--- src/rtl/frame_rate_limiter_core_macros.svh ---
// Assertion macros shared by the frame rate limiter RTL.
`ifndef FRAME_RATE_LIMITER_CORE_MACROS_SVH
`define FRAME_RATE_LIMITER_CORE_MACROS_SVH
`ifndef SYNTHESIS
// Check prop on every clock edge outside reset.
`define FRL_ASSERT(label, prop, msg) \
    label: assert property (@(posedge i_clk) disable iff (!i_rst_n) (prop)) \
        else $error(msg);
// Check that consq holds on the edge after cond.
`define FRL_ASSERT_NEXT(label, cond, consq, msg) \
    label: assert property (@(posedge i_clk) disable iff (!i_rst_n) \
        (cond) |=> (consq)) else $error(msg);
`else
`define FRL_ASSERT(label, prop, msg)
`define FRL_ASSERT_NEXT(label, cond, consq, msg)
`endif
`endif

--- src/rtl/frl_pkg.sv ---
// Shared constants and types for the frame rate limiter.
`default_nettype none
package frl_pkg;

    localparam int WINDOW    = 10;
    localparam int TICK_W    = 32;
    localparam int SAMPLE_W  = 16;
    localparam int CFG_W     = 10;
    localparam int FPS_W     = 22;
    localparam int SLEEP_W   = 10;
    localparam int APB_W     = 32;
    localparam int PADDR_W   = 3;

    localparam int IDX_W     = (WINDOW > 1) ? $clog2(WINDOW) : 1;
    localparam int CNT_W     = $clog2(WINDOW + 1);
    localparam int SUM_W     = $clog2(WINDOW * 65535 + 1);

    // 1000 ms per second times 256 for the Q.8 fraction
    localparam int FPS_SCALE = 256000;
    localparam int DVD_W     = $clog2(WINDOW * FPS_SCALE + 1);
    localparam int DSR_W     = (SUM_W > CFG_W) ? SUM_W : CFG_W;
    localparam int STEP_W    = $clog2(DVD_W + 1);

    localparam int BUDGET_MS      = 1000;
    localparam int FRAME_SAT      = 65535;
    localparam int FPS_DEFAULT_Q8 = 15360;
    localparam int FPS_MAX_Q8     = 4194303;
    localparam int MAX_FPS_RESET  = 60;

    // register index, taken from paddr[2]
    localparam logic REG_MAX_FPS = 1'b0;

    typedef struct packed {
        logic load;     // compute frame time, retire the oldest sample
        logic commit;   // write the sample, update sum and pointers
    } t_ring_ctl;

    typedef struct packed {
        logic              start;
        logic [STEP_W-1:0] steps;
    } t_div_req;

endpackage
`default_nettype wire

--- src/rtl/frl_ring.sv ---
// Frame time sample ring with running sum, fill count and previous end tick.
`default_nettype none
`include "frame_rate_limiter_core_macros.svh"
module frl_ring (
    input  wire logic                          i_clk,
    input  wire logic                          i_rst_n,
    input  wire frl_pkg::t_ring_ctl            i_ctl,
    input  wire logic [frl_pkg::TICK_W-1:0]    i_frame_end,
    output logic      [frl_pkg::SAMPLE_W-1:0]  o_frame_ms,
    output logic      [frl_pkg::SUM_W-1:0]     o_sum,
    output logic      [frl_pkg::CNT_W-1:0]     o_fill
);
    localparam int WINDOW   = frl_pkg::WINDOW;
    localparam int IDX_W    = frl_pkg::IDX_W;
    localparam int CNT_W    = frl_pkg::CNT_W;
    localparam int SUM_W    = frl_pkg::SUM_W;
    localparam int SAMPLE_W = frl_pkg::SAMPLE_W;
    localparam int TICK_W   = frl_pkg::TICK_W;

    logic [SAMPLE_W-1:0] r_mem [WINDOW];
    logic [SAMPLE_W-1:0] r_old;
    logic [SAMPLE_W-1:0] r_frame;
    logic [IDX_W-1:0]    r_idx;
    logic [CNT_W-1:0]    r_fill;
    logic [SUM_W-1:0]    r_sum;
    logic [TICK_W-1:0]   r_prev_end;
    logic                r_seen;

    logic [TICK_W-1:0]   delta;
    logic [SAMPLE_W-1:0] frame_sat;
    logic                full;

    assign delta     = i_frame_end - r_prev_end;
    assign frame_sat = (delta > TICK_W'(frl_pkg::FRAME_SAT)) ? SAMPLE_W'(frl_pkg::FRAME_SAT)
                                                             : delta[SAMPLE_W-1:0];
    assign full      = (r_fill == CNT_W'(WINDOW));

    // sample memory: read the slot about to be overwritten every cycle
    always_ff @(posedge i_clk) begin
        r_old <= r_mem[r_idx];
        if (i_ctl.commit) begin
            r_mem[r_idx] <= r_frame;
        end
        if (i_ctl.load) begin
            r_frame <= r_seen ? frame_sat : '0;
        end
    end

    always_ff @(posedge i_clk) begin
        if (!i_rst_n) begin
            r_idx      <= '0;
            r_fill     <= '0;
            r_sum      <= '0;
            r_prev_end <= '0;
            r_seen     <= 1'b0;
        end else if (i_ctl.load) begin
            r_seen     <= 1'b1;
            r_prev_end <= i_frame_end;
            if (full) begin
                r_sum <= r_sum - SUM_W'(r_old);
            end
        end else if (i_ctl.commit) begin
            r_sum <= r_sum + SUM_W'(r_frame);
            r_idx <= (r_idx == IDX_W'(WINDOW - 1)) ? '0 : r_idx + 1'b1;
            if (!full) begin
                r_fill <= r_fill + 1'b1;
            end
        end
    end

    assign o_frame_ms = r_frame;
    assign o_sum      = r_sum;
    assign o_fill     = r_fill;

    `FRL_ASSERT(a_fill_bound, r_fill <= CNT_W'(WINDOW), "fill count beyond window")
    `FRL_ASSERT(a_idx_bound, r_idx <= IDX_W'(WINDOW - 1), "ring index beyond window")
    `FRL_ASSERT(a_empty_sum, (r_fill == '0) |-> (r_sum == '0), "sum nonzero with empty ring")

endmodule
`default_nettype wire

--- src/rtl/frl_div.sv ---
// Bit-serial restoring divider, one quotient bit per cycle.
`default_nettype none
module frl_div (
    input  wire logic                        i_clk,
    input  wire logic                        i_rst_n,
    input  wire frl_pkg::t_div_req           i_req,
    input  wire logic [frl_pkg::DVD_W-1:0]   i_dividend,
    input  wire logic [frl_pkg::DSR_W-1:0]   i_divisor,
    output logic                             o_busy,
    output logic      [frl_pkg::DVD_W-1:0]   o_quotient
);
    localparam int DVD_W  = frl_pkg::DVD_W;
    localparam int DSR_W  = frl_pkg::DSR_W;
    localparam int STEP_W = frl_pkg::STEP_W;

    logic              r_busy;
    logic [STEP_W-1:0] r_cnt;
    logic [DVD_W-1:0]  r_dvd;
    logic [DSR_W-1:0]  r_dsr;
    logic [DSR_W-1:0]  r_rem;

    logic [DSR_W:0]    shifted;
    logic              fits;

    // bring down the next dividend bit and try the subtract
    assign shifted = {r_rem, r_dvd[DVD_W-1]};
    assign fits    = (shifted >= {1'b0, r_dsr});

    always_ff @(posedge i_clk) begin
        if (!i_rst_n) begin
            r_busy <= 1'b0;
        end else if (i_req.start) begin
            r_busy <= 1'b1;
        end else if (r_busy && (r_cnt == STEP_W'(1))) begin
            r_busy <= 1'b0;
        end
    end

    always_ff @(posedge i_clk) begin
        if (i_req.start) begin
            r_cnt <= i_req.steps;
            r_dvd <= i_dividend;
            r_dsr <= i_divisor;
            r_rem <= '0;
        end else if (r_busy) begin
            r_cnt <= r_cnt - 1'b1;
            r_dvd <= {r_dvd[DVD_W-2:0], fits};
            r_rem <= fits ? DSR_W'(shifted - {1'b0, r_dsr}) : shifted[DSR_W-1:0];
        end
    end

    assign o_busy     = r_busy;
    assign o_quotient = r_dvd;

endmodule
`default_nettype wire

--- src/rtl/frame_rate_limiter_core.sv ---
// Top level of the moving-average frame rate meter and frame budget limiter.
//
// One word per frame carries its start and end millisecond ticks; one result word
// comes back with the averaged rate (Q.8), the sleep time left in the frame budget
// and the frame time. Frame times come from the end tick minus the previous end
// tick, saturate at 65535 and feed a ring of the last WINDOW samples. Both the
// budget (1000 / max_fps) and the rate (256000 * count / sum) come out of one
// bit-serial divider, 10 steps for the budget and DVD_W steps for the rate; the
// rate division is skipped when the sum is zero. The block holds off new words
// while one is in work; a finished result waits in the output register without
// blocking the next word. max_fps sits at byte address 0 and is to be written
// only while the block is idle; the block itself does not enforce this.
`default_nettype none
`include "frame_rate_limiter_core_macros.svh"
module frame_rate_limiter_core (
    input  wire logic                          i_clk,
    input  wire logic                          i_rst_n,
    input  wire logic                          i_valid,
    output logic                               o_stall,
    input  wire logic [frl_pkg::TICK_W-1:0]    i_frame_start,
    input  wire logic [frl_pkg::TICK_W-1:0]    i_frame_end,
    output logic                               o_valid,
    input  wire logic                          i_stall,
    output logic      [frl_pkg::FPS_W-1:0]     o_fps_q8,
    output logic      [frl_pkg::SLEEP_W-1:0]   o_sleep_ms,
    output logic      [frl_pkg::SAMPLE_W-1:0]  o_frame_ms,
    input  wire logic                          psel,
    input  wire logic                          penable,
    input  wire logic                          pwrite,
    input  wire logic [frl_pkg::PADDR_W-1:0]   paddr,
    input  wire logic [frl_pkg::APB_W-1:0]     pwdata,
    output logic      [frl_pkg::APB_W-1:0]     prdata,
    output logic                               pready
);
    localparam int TICK_W   = frl_pkg::TICK_W;
    localparam int CFG_W    = frl_pkg::CFG_W;
    localparam int FPS_W    = frl_pkg::FPS_W;
    localparam int SLEEP_W  = frl_pkg::SLEEP_W;
    localparam int SAMPLE_W = frl_pkg::SAMPLE_W;
    localparam int APB_W    = frl_pkg::APB_W;
    localparam int SUM_W    = frl_pkg::SUM_W;
    localparam int CNT_W    = frl_pkg::CNT_W;
    localparam int DVD_W    = frl_pkg::DVD_W;
    localparam int DSR_W    = frl_pkg::DSR_W;
    localparam int STEP_W   = frl_pkg::STEP_W;
    localparam int SAT_W    = (DVD_W > FPS_W) ? DVD_W : FPS_W;

    typedef enum logic [2:0] {
        S_IDLE,
        S_FRAME,
        S_SUM,
        S_BUDGET,
        S_FPS,
        S_DONE
    } t_state;

    t_state              r_state;
    t_state              n_state;

    logic [CFG_W-1:0]    r_max_fps;
    logic [TICK_W-1:0]   r_start;
    logic [TICK_W-1:0]   r_end;
    logic [TICK_W-1:0]   r_busy_ms;
    logic [SLEEP_W-1:0]  r_budget;
    logic [SLEEP_W-1:0]  r_sleep;
    logic [FPS_W-1:0]    r_fps;
    logic                r_out_valid;
    logic [FPS_W-1:0]    r_out_fps;
    logic [SLEEP_W-1:0]  r_out_sleep;
    logic [SAMPLE_W-1:0] r_out_frame;

    logic                in_take;
    logic                out_free;
    logic                cfg_write;

    frl_pkg::t_ring_ctl  ring_ctl;
    logic [SAMPLE_W-1:0] frame_ms;
    logic [SUM_W-1:0]    sum;
    logic [CNT_W-1:0]    fill;

    frl_pkg::t_div_req   div_req;
    logic [DVD_W-1:0]    div_dividend;
    logic [DSR_W-1:0]    div_divisor;
    logic                div_busy;
    logic [DVD_W-1:0]    div_quotient;

    logic [SAT_W-1:0]    quot_ext;
    logic [FPS_W-1:0]    fps_sat;
    logic [CFG_W-1:0]    fps_target;

    // ---------------- configuration port ----------------
    assign pready    = 1'b1;
    assign cfg_write = psel && penable && pwrite && pready;
    assign prdata    = (paddr[2] == frl_pkg::REG_MAX_FPS) ? APB_W'(r_max_fps) : '0;

    always_ff @(posedge i_clk) begin
        if (!i_rst_n) begin
            r_max_fps <= CFG_W'(frl_pkg::MAX_FPS_RESET);
        end else if (cfg_write && (paddr[2] == frl_pkg::REG_MAX_FPS)) begin
            r_max_fps <= pwdata[CFG_W-1:0];
        end
    end

    // ---------------- handshakes ----------------
    assign o_stall  = (r_state != S_IDLE) || !i_rst_n;
    assign in_take  = i_valid && !o_stall;
    assign out_free = !r_out_valid || !i_stall;

    // ---------------- datapath units ----------------
    assign ring_ctl.load   = (r_state == S_FRAME);
    assign ring_ctl.commit = (r_state == S_SUM);

    frl_ring u_ring (
        .i_clk       (i_clk),
        .i_rst_n     (i_rst_n),
        .i_ctl       (ring_ctl),
        .i_frame_end (r_end),
        .o_frame_ms  (frame_ms),
        .o_sum       (sum),
        .o_fill      (fill)
    );

    // zero max_fps counts as one frame per second
    assign fps_target = (r_max_fps == '0) ? CFG_W'(1) : r_max_fps;

    always_comb begin
        div_req.start = 1'b0;
        div_req.steps = STEP_W'(DVD_W);
        div_dividend  = DVD_W'(fill) * DVD_W'(frl_pkg::FPS_SCALE);
        div_divisor   = DSR_W'(sum);
        if (r_state == S_FRAME) begin
            // budget: left-align 1000 so its quotient lands in the low bits
            div_req.start = 1'b1;
            div_req.steps = STEP_W'(CFG_W);
            div_dividend  = DVD_W'(frl_pkg::BUDGET_MS) << (DVD_W - CFG_W);
            div_divisor   = DSR_W'(fps_target);
        end else if ((r_state == S_BUDGET) && !div_busy && (sum != '0)) begin
            div_req.start = 1'b1;
        end
    end

    frl_div u_div (
        .i_clk      (i_clk),
        .i_rst_n    (i_rst_n),
        .i_req      (div_req),
        .i_dividend (div_dividend),
        .i_divisor  (div_divisor),
        .o_busy     (div_busy),
        .o_quotient (div_quotient)
    );

    assign quot_ext = SAT_W'(div_quotient);
    assign fps_sat  = (quot_ext > SAT_W'(frl_pkg::FPS_MAX_Q8)) ? FPS_W'(frl_pkg::FPS_MAX_Q8)
                                                               : quot_ext[FPS_W-1:0];

    // ---------------- sequencer ----------------
    always_comb begin
        n_state = r_state;
        unique case (r_state)
            S_IDLE: begin
                if (in_take) begin
                    n_state = S_FRAME;
                end
            end
            S_FRAME: begin
                n_state = S_SUM;
            end
            S_SUM: begin
                n_state = S_BUDGET;
            end
            S_BUDGET: begin
                if (!div_busy) begin
                    n_state = (sum == '0) ? S_DONE : S_FPS;
                end
            end
            S_FPS: begin
                if (!div_busy) begin
                    n_state = S_DONE;
                end
            end
            S_DONE: begin
                if (out_free) begin
                    n_state = S_IDLE;
                end
            end
            default: begin
                n_state = S_IDLE;
            end
        endcase
    end

    always_ff @(posedge i_clk) begin
        if (!i_rst_n) begin
            r_state     <= S_IDLE;
            r_out_valid <= 1'b0;
        end else begin
            r_state <= n_state;
            if ((r_state == S_DONE) && out_free) begin
                r_out_valid <= 1'b1;
                r_out_fps   <= r_fps;
                r_out_sleep <= r_sleep;
                r_out_frame <= frame_ms;
            end else if (r_out_valid && !i_stall) begin
                r_out_valid <= 1'b0;
            end
            if (in_take) begin
                r_start <= i_frame_start;
                r_end   <= i_frame_end;
            end
            if (r_state == S_FRAME) begin
                r_busy_ms <= r_end - r_start;
            end
            if ((r_state == S_BUDGET) && !div_busy) begin
                r_budget <= div_quotient[SLEEP_W-1:0];
                r_sleep  <= (TICK_W'(div_quotient[SLEEP_W-1:0]) > r_busy_ms)
                            ? div_quotient[SLEEP_W-1:0] - r_busy_ms[SLEEP_W-1:0]
                            : '0;
                if (sum == '0) begin
                    r_fps <= FPS_W'(frl_pkg::FPS_DEFAULT_Q8);
                end
            end
            if ((r_state == S_FPS) && !div_busy) begin
                r_fps <= fps_sat;
            end
        end
    end

    assign o_valid    = r_out_valid;
    assign o_fps_q8   = r_out_fps;
    assign o_sleep_ms = r_out_sleep;
    assign o_frame_ms = r_out_frame;

    `FRL_ASSERT_NEXT(a_take_starts, in_take, r_state == S_FRAME, "accepted word did not start")
    `FRL_ASSERT(a_rise_from_done, $rose(o_valid) |-> $past(r_state == S_DONE),
        "result word appeared outside completion")
    `FRL_ASSERT(a_idle_div_quiet, (r_state == S_IDLE) |-> !div_busy, "divider running while idle")
    `FRL_ASSERT(a_sleep_in_budget, (r_state == S_DONE) |-> (r_sleep <= r_budget),
        "sleep time exceeds frame budget")

endmodule
`default_nettype wire

--- config.mk ---
export PLATFORM = sky130hd
export DESIGN_NAME = frame_rate_limiter_core
export DESIGN_NICKNAME = d
export VERILOG_FILES = /design/src/rtl/frl_pkg.sv /design/src/rtl/frl_ring.sv /design/src/rtl/frl_div.sv /design/src/rtl/frame_rate_limiter_core.sv
export VERILOG_INCLUDE_DIRS = /design/src /design/src/rtl
export SDC_FILE = /design/constraint.sdc
export NUM_CORES = 1
export LEC_CHECK = 0
export BUFFER_PORTS_ARGS = -buffer_cell sky130_fd_sc_hd__clkbuf_2
export CAP_MARGIN = 5
export CORE_MARGIN = 2
export CORE_UTILIZATION = 42
export DETAILED_ROUTE_END_ITERATION = 7
export GPL_TIMING_DRIVEN = 0
export PLACE_DENSITY = 0.69
export SYNTH_ARGS = -nofsm -noshare
export SYNTH_HDL_FRONTEND = slang
export SYNTH_HIERARCHICAL = 1
export SYNTH_SLANG_ARGS = --single-unit
export TNS_END_PERCENT = 20
--- constraint.sdc ---
create_clock -name i_clk -period 9.29 [get_ports i_clk]
set_input_delay 1.3935 -clock i_clk [delete_from_list [all_inputs] [get_ports i_clk]]
set_output_delay 1.3935 -clock i_clk [all_outputs]
set_load 0.02 [all_outputs]
# --- Yosys cells after proc, flatten, opt, wreduce, memory -nomap -nowiden ---
# Memories as Yosys holds them, arrays and structs flattened. A register that Yosys moved wholly into a read port is not among the register bits.
# Cells that the tools add are included.
classes:
  add_sub_neg: 9
  multipliers: 1
  order_cmp: 4
  n_eq_ne: 13
  n_mux: 33
  n_bitwise: 3
  n_reduce_logical: 37
ops:
  columns: ["op", "n"]
  rows:
  - ["two-way mux 22 bit", 7]
  - ["two-way mux 20 bit", 4]
  - ["subtractor 32 bit", 2]
  - ["> comparator 10 x 32 -> 1 bit", 1]
  - ["> comparator 32 x 16 -> 1 bit, second input constant", 1]
  - ["two-way mux 10 bit", 3]
  - ["> comparator 22 bit, second input constant", 1]
  - ["greater-or-equal comparator 21 x 20 -> 1 bit", 1]
  - ["adder 20 x 16 -> 20 bit", 1]
  - ["logical NOT 20 bit", 1]
  - ["nonzero test 20 bit", 1]
  - ["subtractor 20 x 16 -> 20 bit", 1]
  - ["subtractor 20 bit", 1]
  - ["one-hot mux 3 bit (6 select lines)", 1]
  - ["two-way mux 16 bit", 1]
  - ["two-way mux 5 bit", 3]
  - ["two-way mux 3 bit", 4]
  - ["AND reduction 2 bit", 6]
  - ["nonzero test 2 bit", 6]
  - ["multiplier 4 x 7 -> 11 bit, second input constant", 1]
  - ["logical AND 1 bit", 10]
  - ["logical NOT 10 bit", 1]
  - ["subtractor 10 bit", 1]
  - ["two-way mux 1 bit", 9]
  - ["17 further kinds", 32]
word_totals:
  regBits: 335
  ramBits: 160
  inputBits: 106
  n_memories: 1
memory_table:
  columns: ["memory", "words", "word_bits", "rd", "rd_clocked_by_memory_dff", "write_ports", "line", "source"]
  rows:
  - ["u_ring.r_mem", 10, 16, 1, 1, 1, "frl_ring.sv:20", "logic [SAMPLE_W-1:0] r_mem [WINDOW];"]

# --- Logic depth before layout (Yosys ltp) ---
logic_depth:
  depth_word: 6
  ltp_mapped: 22

# --- Modules after synthesis ---
# The synthesis kept the hierarchy.
by_module_without_submodules:
  columns: ["mod", "instances", "cells_each", "area_each_um2"]
  rows:
  - ["frl_ring", 1, 1064, 12746.0]
  - ["frame_rate_limiter_core", 1, 759, 9262.6]
  - ["frl_div", 1, 380, 3983.8]

# --- Worst setup path after synthesis ---
# No wires, ideal clock.
synth_timing:
  path_type: "register to register"
  startpoint: "register r_state[0]"
  endpoint: "register u_ring.r_sum[12], in the netlist u_ring/o_sum[12]"
  setup_ns: 0.122
  arrival_ns: 5.567
  setup_slack_ns: 3.601
  stages_incl_launch_ff: 23
  synth_period_minus_slack_ns: 5.689
  path_cell_list: "dfxtp_1 nor2b_1 nand2b_1 inv_1 clkbuf_1 clkbuf_1 buf_1 clkbuf_1 clkbuf_1 nand2_1 o21ai_0 ha_1 inv_1 fa_1 a21o_1 a21oi_1 o21ai_0 a31o_2 a21oi_1 o21ai_0 or4_1 and3_1 a311o_1"
synth_via:
  elab_chain_cells: 3
  word_cells_on_any_way: 6
  classes_between: "3 x eq/ne; 1 x mux; 2 x reduce/logical"
synth_lines:
  columns: ["item", "line", "source"]
  rows:
  - ["start: declaration", "frame_rate_limiter_core.sv:57", "t_state r_state;"]
  - ["start signal: assignment", "frame_rate_limiter_core.sv:197", "r_state <= n_state;"]
  - ["== test 3 x 1 -> 1 bit or == test 3 x 2 -> 1 bit (tied branches)", "frame_rate_limiter_core.sv:110, frame_rate_limiter_core.sv:111", null]
  - ["inequality test 2 x 1 -> 1 bit (no source line) or nonzero test 2 bit (tied branches)", null, null]
  - ["AND reduction 2 bit (no source line)", null, null]
  - ["end signal: assignment", "frl_ring.sv:60", "r_sum <= r_sum - SUM_W'(r_old);"]
  - ["end signal: assignment", "frl_ring.sv:63", "r_sum <= r_sum + SUM_W'(r_frame);"]
  - ["end: declaration", "frl_ring.sv:25", "logic [SUM_W-1:0] r_sum;"]
# Parallel ways exist; a longest one is shown, timed or not.
# A chain may end at the register's enable or synchronous reset.

# --- Final worst setup path ---
# Ends and elaborated chain as after synthesis.

==> impl_metrics.json <==
{
  "antenna_cells": 0,
  "coreArea_um2": 61480,
  "first_global_vias": 17700,
  "yosys_register_bits": 511,
  "r2r_cells": 23,
  "synth_edf_count": 399,
  "cts_setup_buffers": 0,
  "cts_buffer_depth": 3,
  "intPower_mw": 4.770,
  "cts_buffers": 54,
  "io_buffer_count": 141,
  "synth_cell_types": 99,
  "worstHoldPathCells": 0,
  "async_flop_share": 0,
  "ant_nets": 0,
  "status": "finished, final reports clean",
  "track_usage": 0.1890,
  "vias": 17760,
  "dp_hpwl_um": 45410,
  "io_pins": 189,
  "gp_congestion": 0.9166,
  "ctsResizeCount": 0,
  "setup_viol": 0,
  "seq_power_share": 0.420,
  "cap_violations": 0,
  "via_per_inst": 5.408,
  "drive_gt1_frac": 0.1552,
  "startpoint_type": "flip-flop",
  "setup_tns_ns": 0,
  "rows": 91,
  "maxSlewViolCount": 0,
  "ctsHoldBuffers": 0,
  "drt_iter0_drc": 1215,
  "crit_fanout": 17,
  "initial_core_util": 0.4228,
  "grt_remaining_overflow": 0,
  "placed_area_um2": 28070,
  "post-route-period-util": 0.7805,
  "synthCells": 2203,
  "ys_warn_count": 6,
  "hold_viol": 0,
  "fin_area_um2": 29810,
  "cp.required_ns": 9.78,
  "fin_crit_ns": 7.251,
  "skew_ns": 0.03299,
  "syn_area_per_cell_um2": 11.80,
  "synth_area_um2": 25990,
  "min_path_type": "flip-flop to flip-flop",
  "critPathArrivalTime_ns": 7.74,
  "clock.fmax_mhz": 137.9,
  "die_height_um": 252.8,
  "die_area_um2": 63890,
  "grt_start_max_net_pins": 34,
  "clk_latency_ns": 0.63,
  "netSwitchingPower_mw": 2.281,
  "vdd_drop_max_uv": 191.2,
  "worst_slew_pin_slew_ns": 1.120,
  "final_cells": 3283,
  "synth_ff_type": "edfxtp_1",
  "drc_errors": 0,
  "die_w_um": 252.8,
  "combinationalPowerShare": 0.284,
  "seq_area_frac_synth": 0.5472,
  "crit_type": "flip-flop to flip-flop",
  "reg2reg_slack_ns": 2.04,
  "area_growth_pct": 14.69,
  "post_drt_wl_per_cell_um": 18.66,
  "p_clk_frac": 0.296,
  "rsz0062_at_grt": "false",
  "grt_pass1_wl_um": 95090,
  "clock_sinks": 511,
  "crit_path_end_kind": "flip-flop",
  "finalWirelength_um": 61260,
  "cts-root-buf": "clkbuf_16",
  "cts.htree.levels": 2,
  "cts.clk_slew.worst_paths_ns": 0.07,
  "fin_nets": 2695,
  "cts_tree": "yes",
  "antenna_found_initial": 0,
  "p_leak_nw": 11.38,
  "slew_headroom": 0.2536,
  "dr.pass1.iters": 5,
  "placed_cells": 3181,
  "p_sw_frac": 0.3235,
  "power_density_nw_per_um2": 236.5
}
==> cells in the final DEF (no fill, tap or decap), drive strengths merged, types with 14 or more instances in the layout <==
master	instances
nor3	40
o21a	18
and3	17
buf	58
mux2i	60
conb	36
nor2b	86
xor2	50
edfxtp	399
and2	48
nand4	14
a21o	46
dfxtp	112
nor4	25
a211oi	29
clkinv	18
nand2b	29
nand2	173
a31oi	19
o21ai	81
mux4	32
clkbuf	273
nand3	37
a21oi	140
a41oi	18
xnor2	51
ha	130
inv	154
nor2	117
mux2	25
==> flip-flops by register name, summed over array words and instances (netlist names), 3 cells and up <==
| signal | flops |
|---|---|
| u_ring/r_mem | 160 |
| u_div/r_dsr | 20 |
| r_end | 32 |
| r_start | 32 |
| r_state | 3 |
| u_div/o_quotient | 22 |
| o_sleep_ms | 10 |
| o_fps_q8 | 22 |
| u_ring/r_prev_end | 32 |
| r_busy_ms | 32 |
| u_div/r_rem | 20 |
| r_fps | 22 |
| r_sleep | 10 |
| r_max_fps | 10 |
| u_ring/o_fill | 4 |
| u_ring/r_old | 16 |
| u_ring/r_idx | 4 |
| u_div/r_cnt | 5 |
| o_frame_ms | 16 |
| u_ring/o_frame_ms | 16 |
| u_ring/o_sum | 20 |
==> per-layer routing <==
metal	up-vias	global-route usage	wire, µm
li1	8518	-	-
met1	8662	0.2437	26240
met2	461	0.3263	30420
met3	115	0.02734	2793
met4	0	0.06289	1808
met5	-	0	0
==> power by group through the flow <==
stage	logic (mW)	registers [mW]	clock network (mW)
finish	2.00	2.96	2.09
global route	2.22	2.99	2.22
CTS	1.99	2.96	2.13
detailed placement	1.98	3.01	0
global placement	1.91	3.00	0
floorplan	1.53	2.92	0
==> cell families after synthesis <==
family,after synthesis,share of synthesized area
AOI/OAI and AO/OA,444,0.1178
xor gates and xnor gates,101,0.03403
adders and majority gates,142,0.07182
buffers and inverters,251,0.04125
DFF,511,0.5472
muxes,117,0.06181
other,2,0.0002889
and+or+nand+nor,635,0.1258
==> final timing paths <==
kind,from,endpoint
setup reg to reg,r_state[0],u_ring/o_sum[12]
setup / recovery,r_state[0],u_ring/o_sum[12]
hold / removal,r_fps[7],o_fps_q8[7]
hold reg to reg,r_fps[7],o_fps_q8[7]
==> cells in the mapped netlist (51+ instances only) <==
master / n / area share
inv_1: 149 / 0.022
xnor2_1: 51 / 0.017
a21oi_1: 138 / 0.027
dfxtp_1: 112 / 0.086
mux2i_1: 60 / 0.023
edfxtp_1: 399 / 0.46
clkbuf_1: 56 / 0.0081
nor2b_1: 86 / 0.021
nor2_1: 116 / 0.017
ha_1: 130 / 0.063
o21ai_0: 76 / 0.015
nand2_1: 170 / 0.025
==> per-stage QoR <==
stage          setup WS [ns]  total power, mW  utilization  hold slack [ns]
2_1_floorplan          3.601            4.452            -           0.4003
3_3_place_gp           1.845            4.915       0.4524           0.4057
3_5_place_dp           2.207            4.983       0.4566           0.4045
4_1_cts                2.059            7.083       0.4848           0.4130
5_1_grt                1.615            7.426       0.4848           0.4297
6_report               2.039            7.051       0.4848           0.4115
==> worst max-delay path: stages, from the launching register on <==
cell and delay [ns]:
dfxtp_1 0.37, nor2b_1 0.30, nand2b_1 0.19, inv_1 0.16
clkbuf_1 0.48, buf_8 0.26, clkbuf_1 0.43, buf_1 0.65
clkbuf_1 0.64, clkbuf_1 0.45, nand2_1 0.09, o21ai_0 0.19
ha_1 0.25, inv_1 0.07, fa_1 0.41, a21o_1 0.21
a21oi_1 0.21, o21ai_0 0.15, a31o_2 0.28, a21oi_1 0.23
o21ai_0 0.16, or4_1 0.44, and3_1 0.17, a311o_1 0.30
==> layout make-up <==
class	count	area, µm²
fillers	5470	31670
well taps	790	988.4
inverters	149	559.3
multi-input cells	1475	10890
repair buffers	154	904.6
plain buffers	102	513.0
flip-flops and latches	511	14220
clock inverters	27	261.5
clock buffers	75	1471
(Power assumes the default switching activity.)
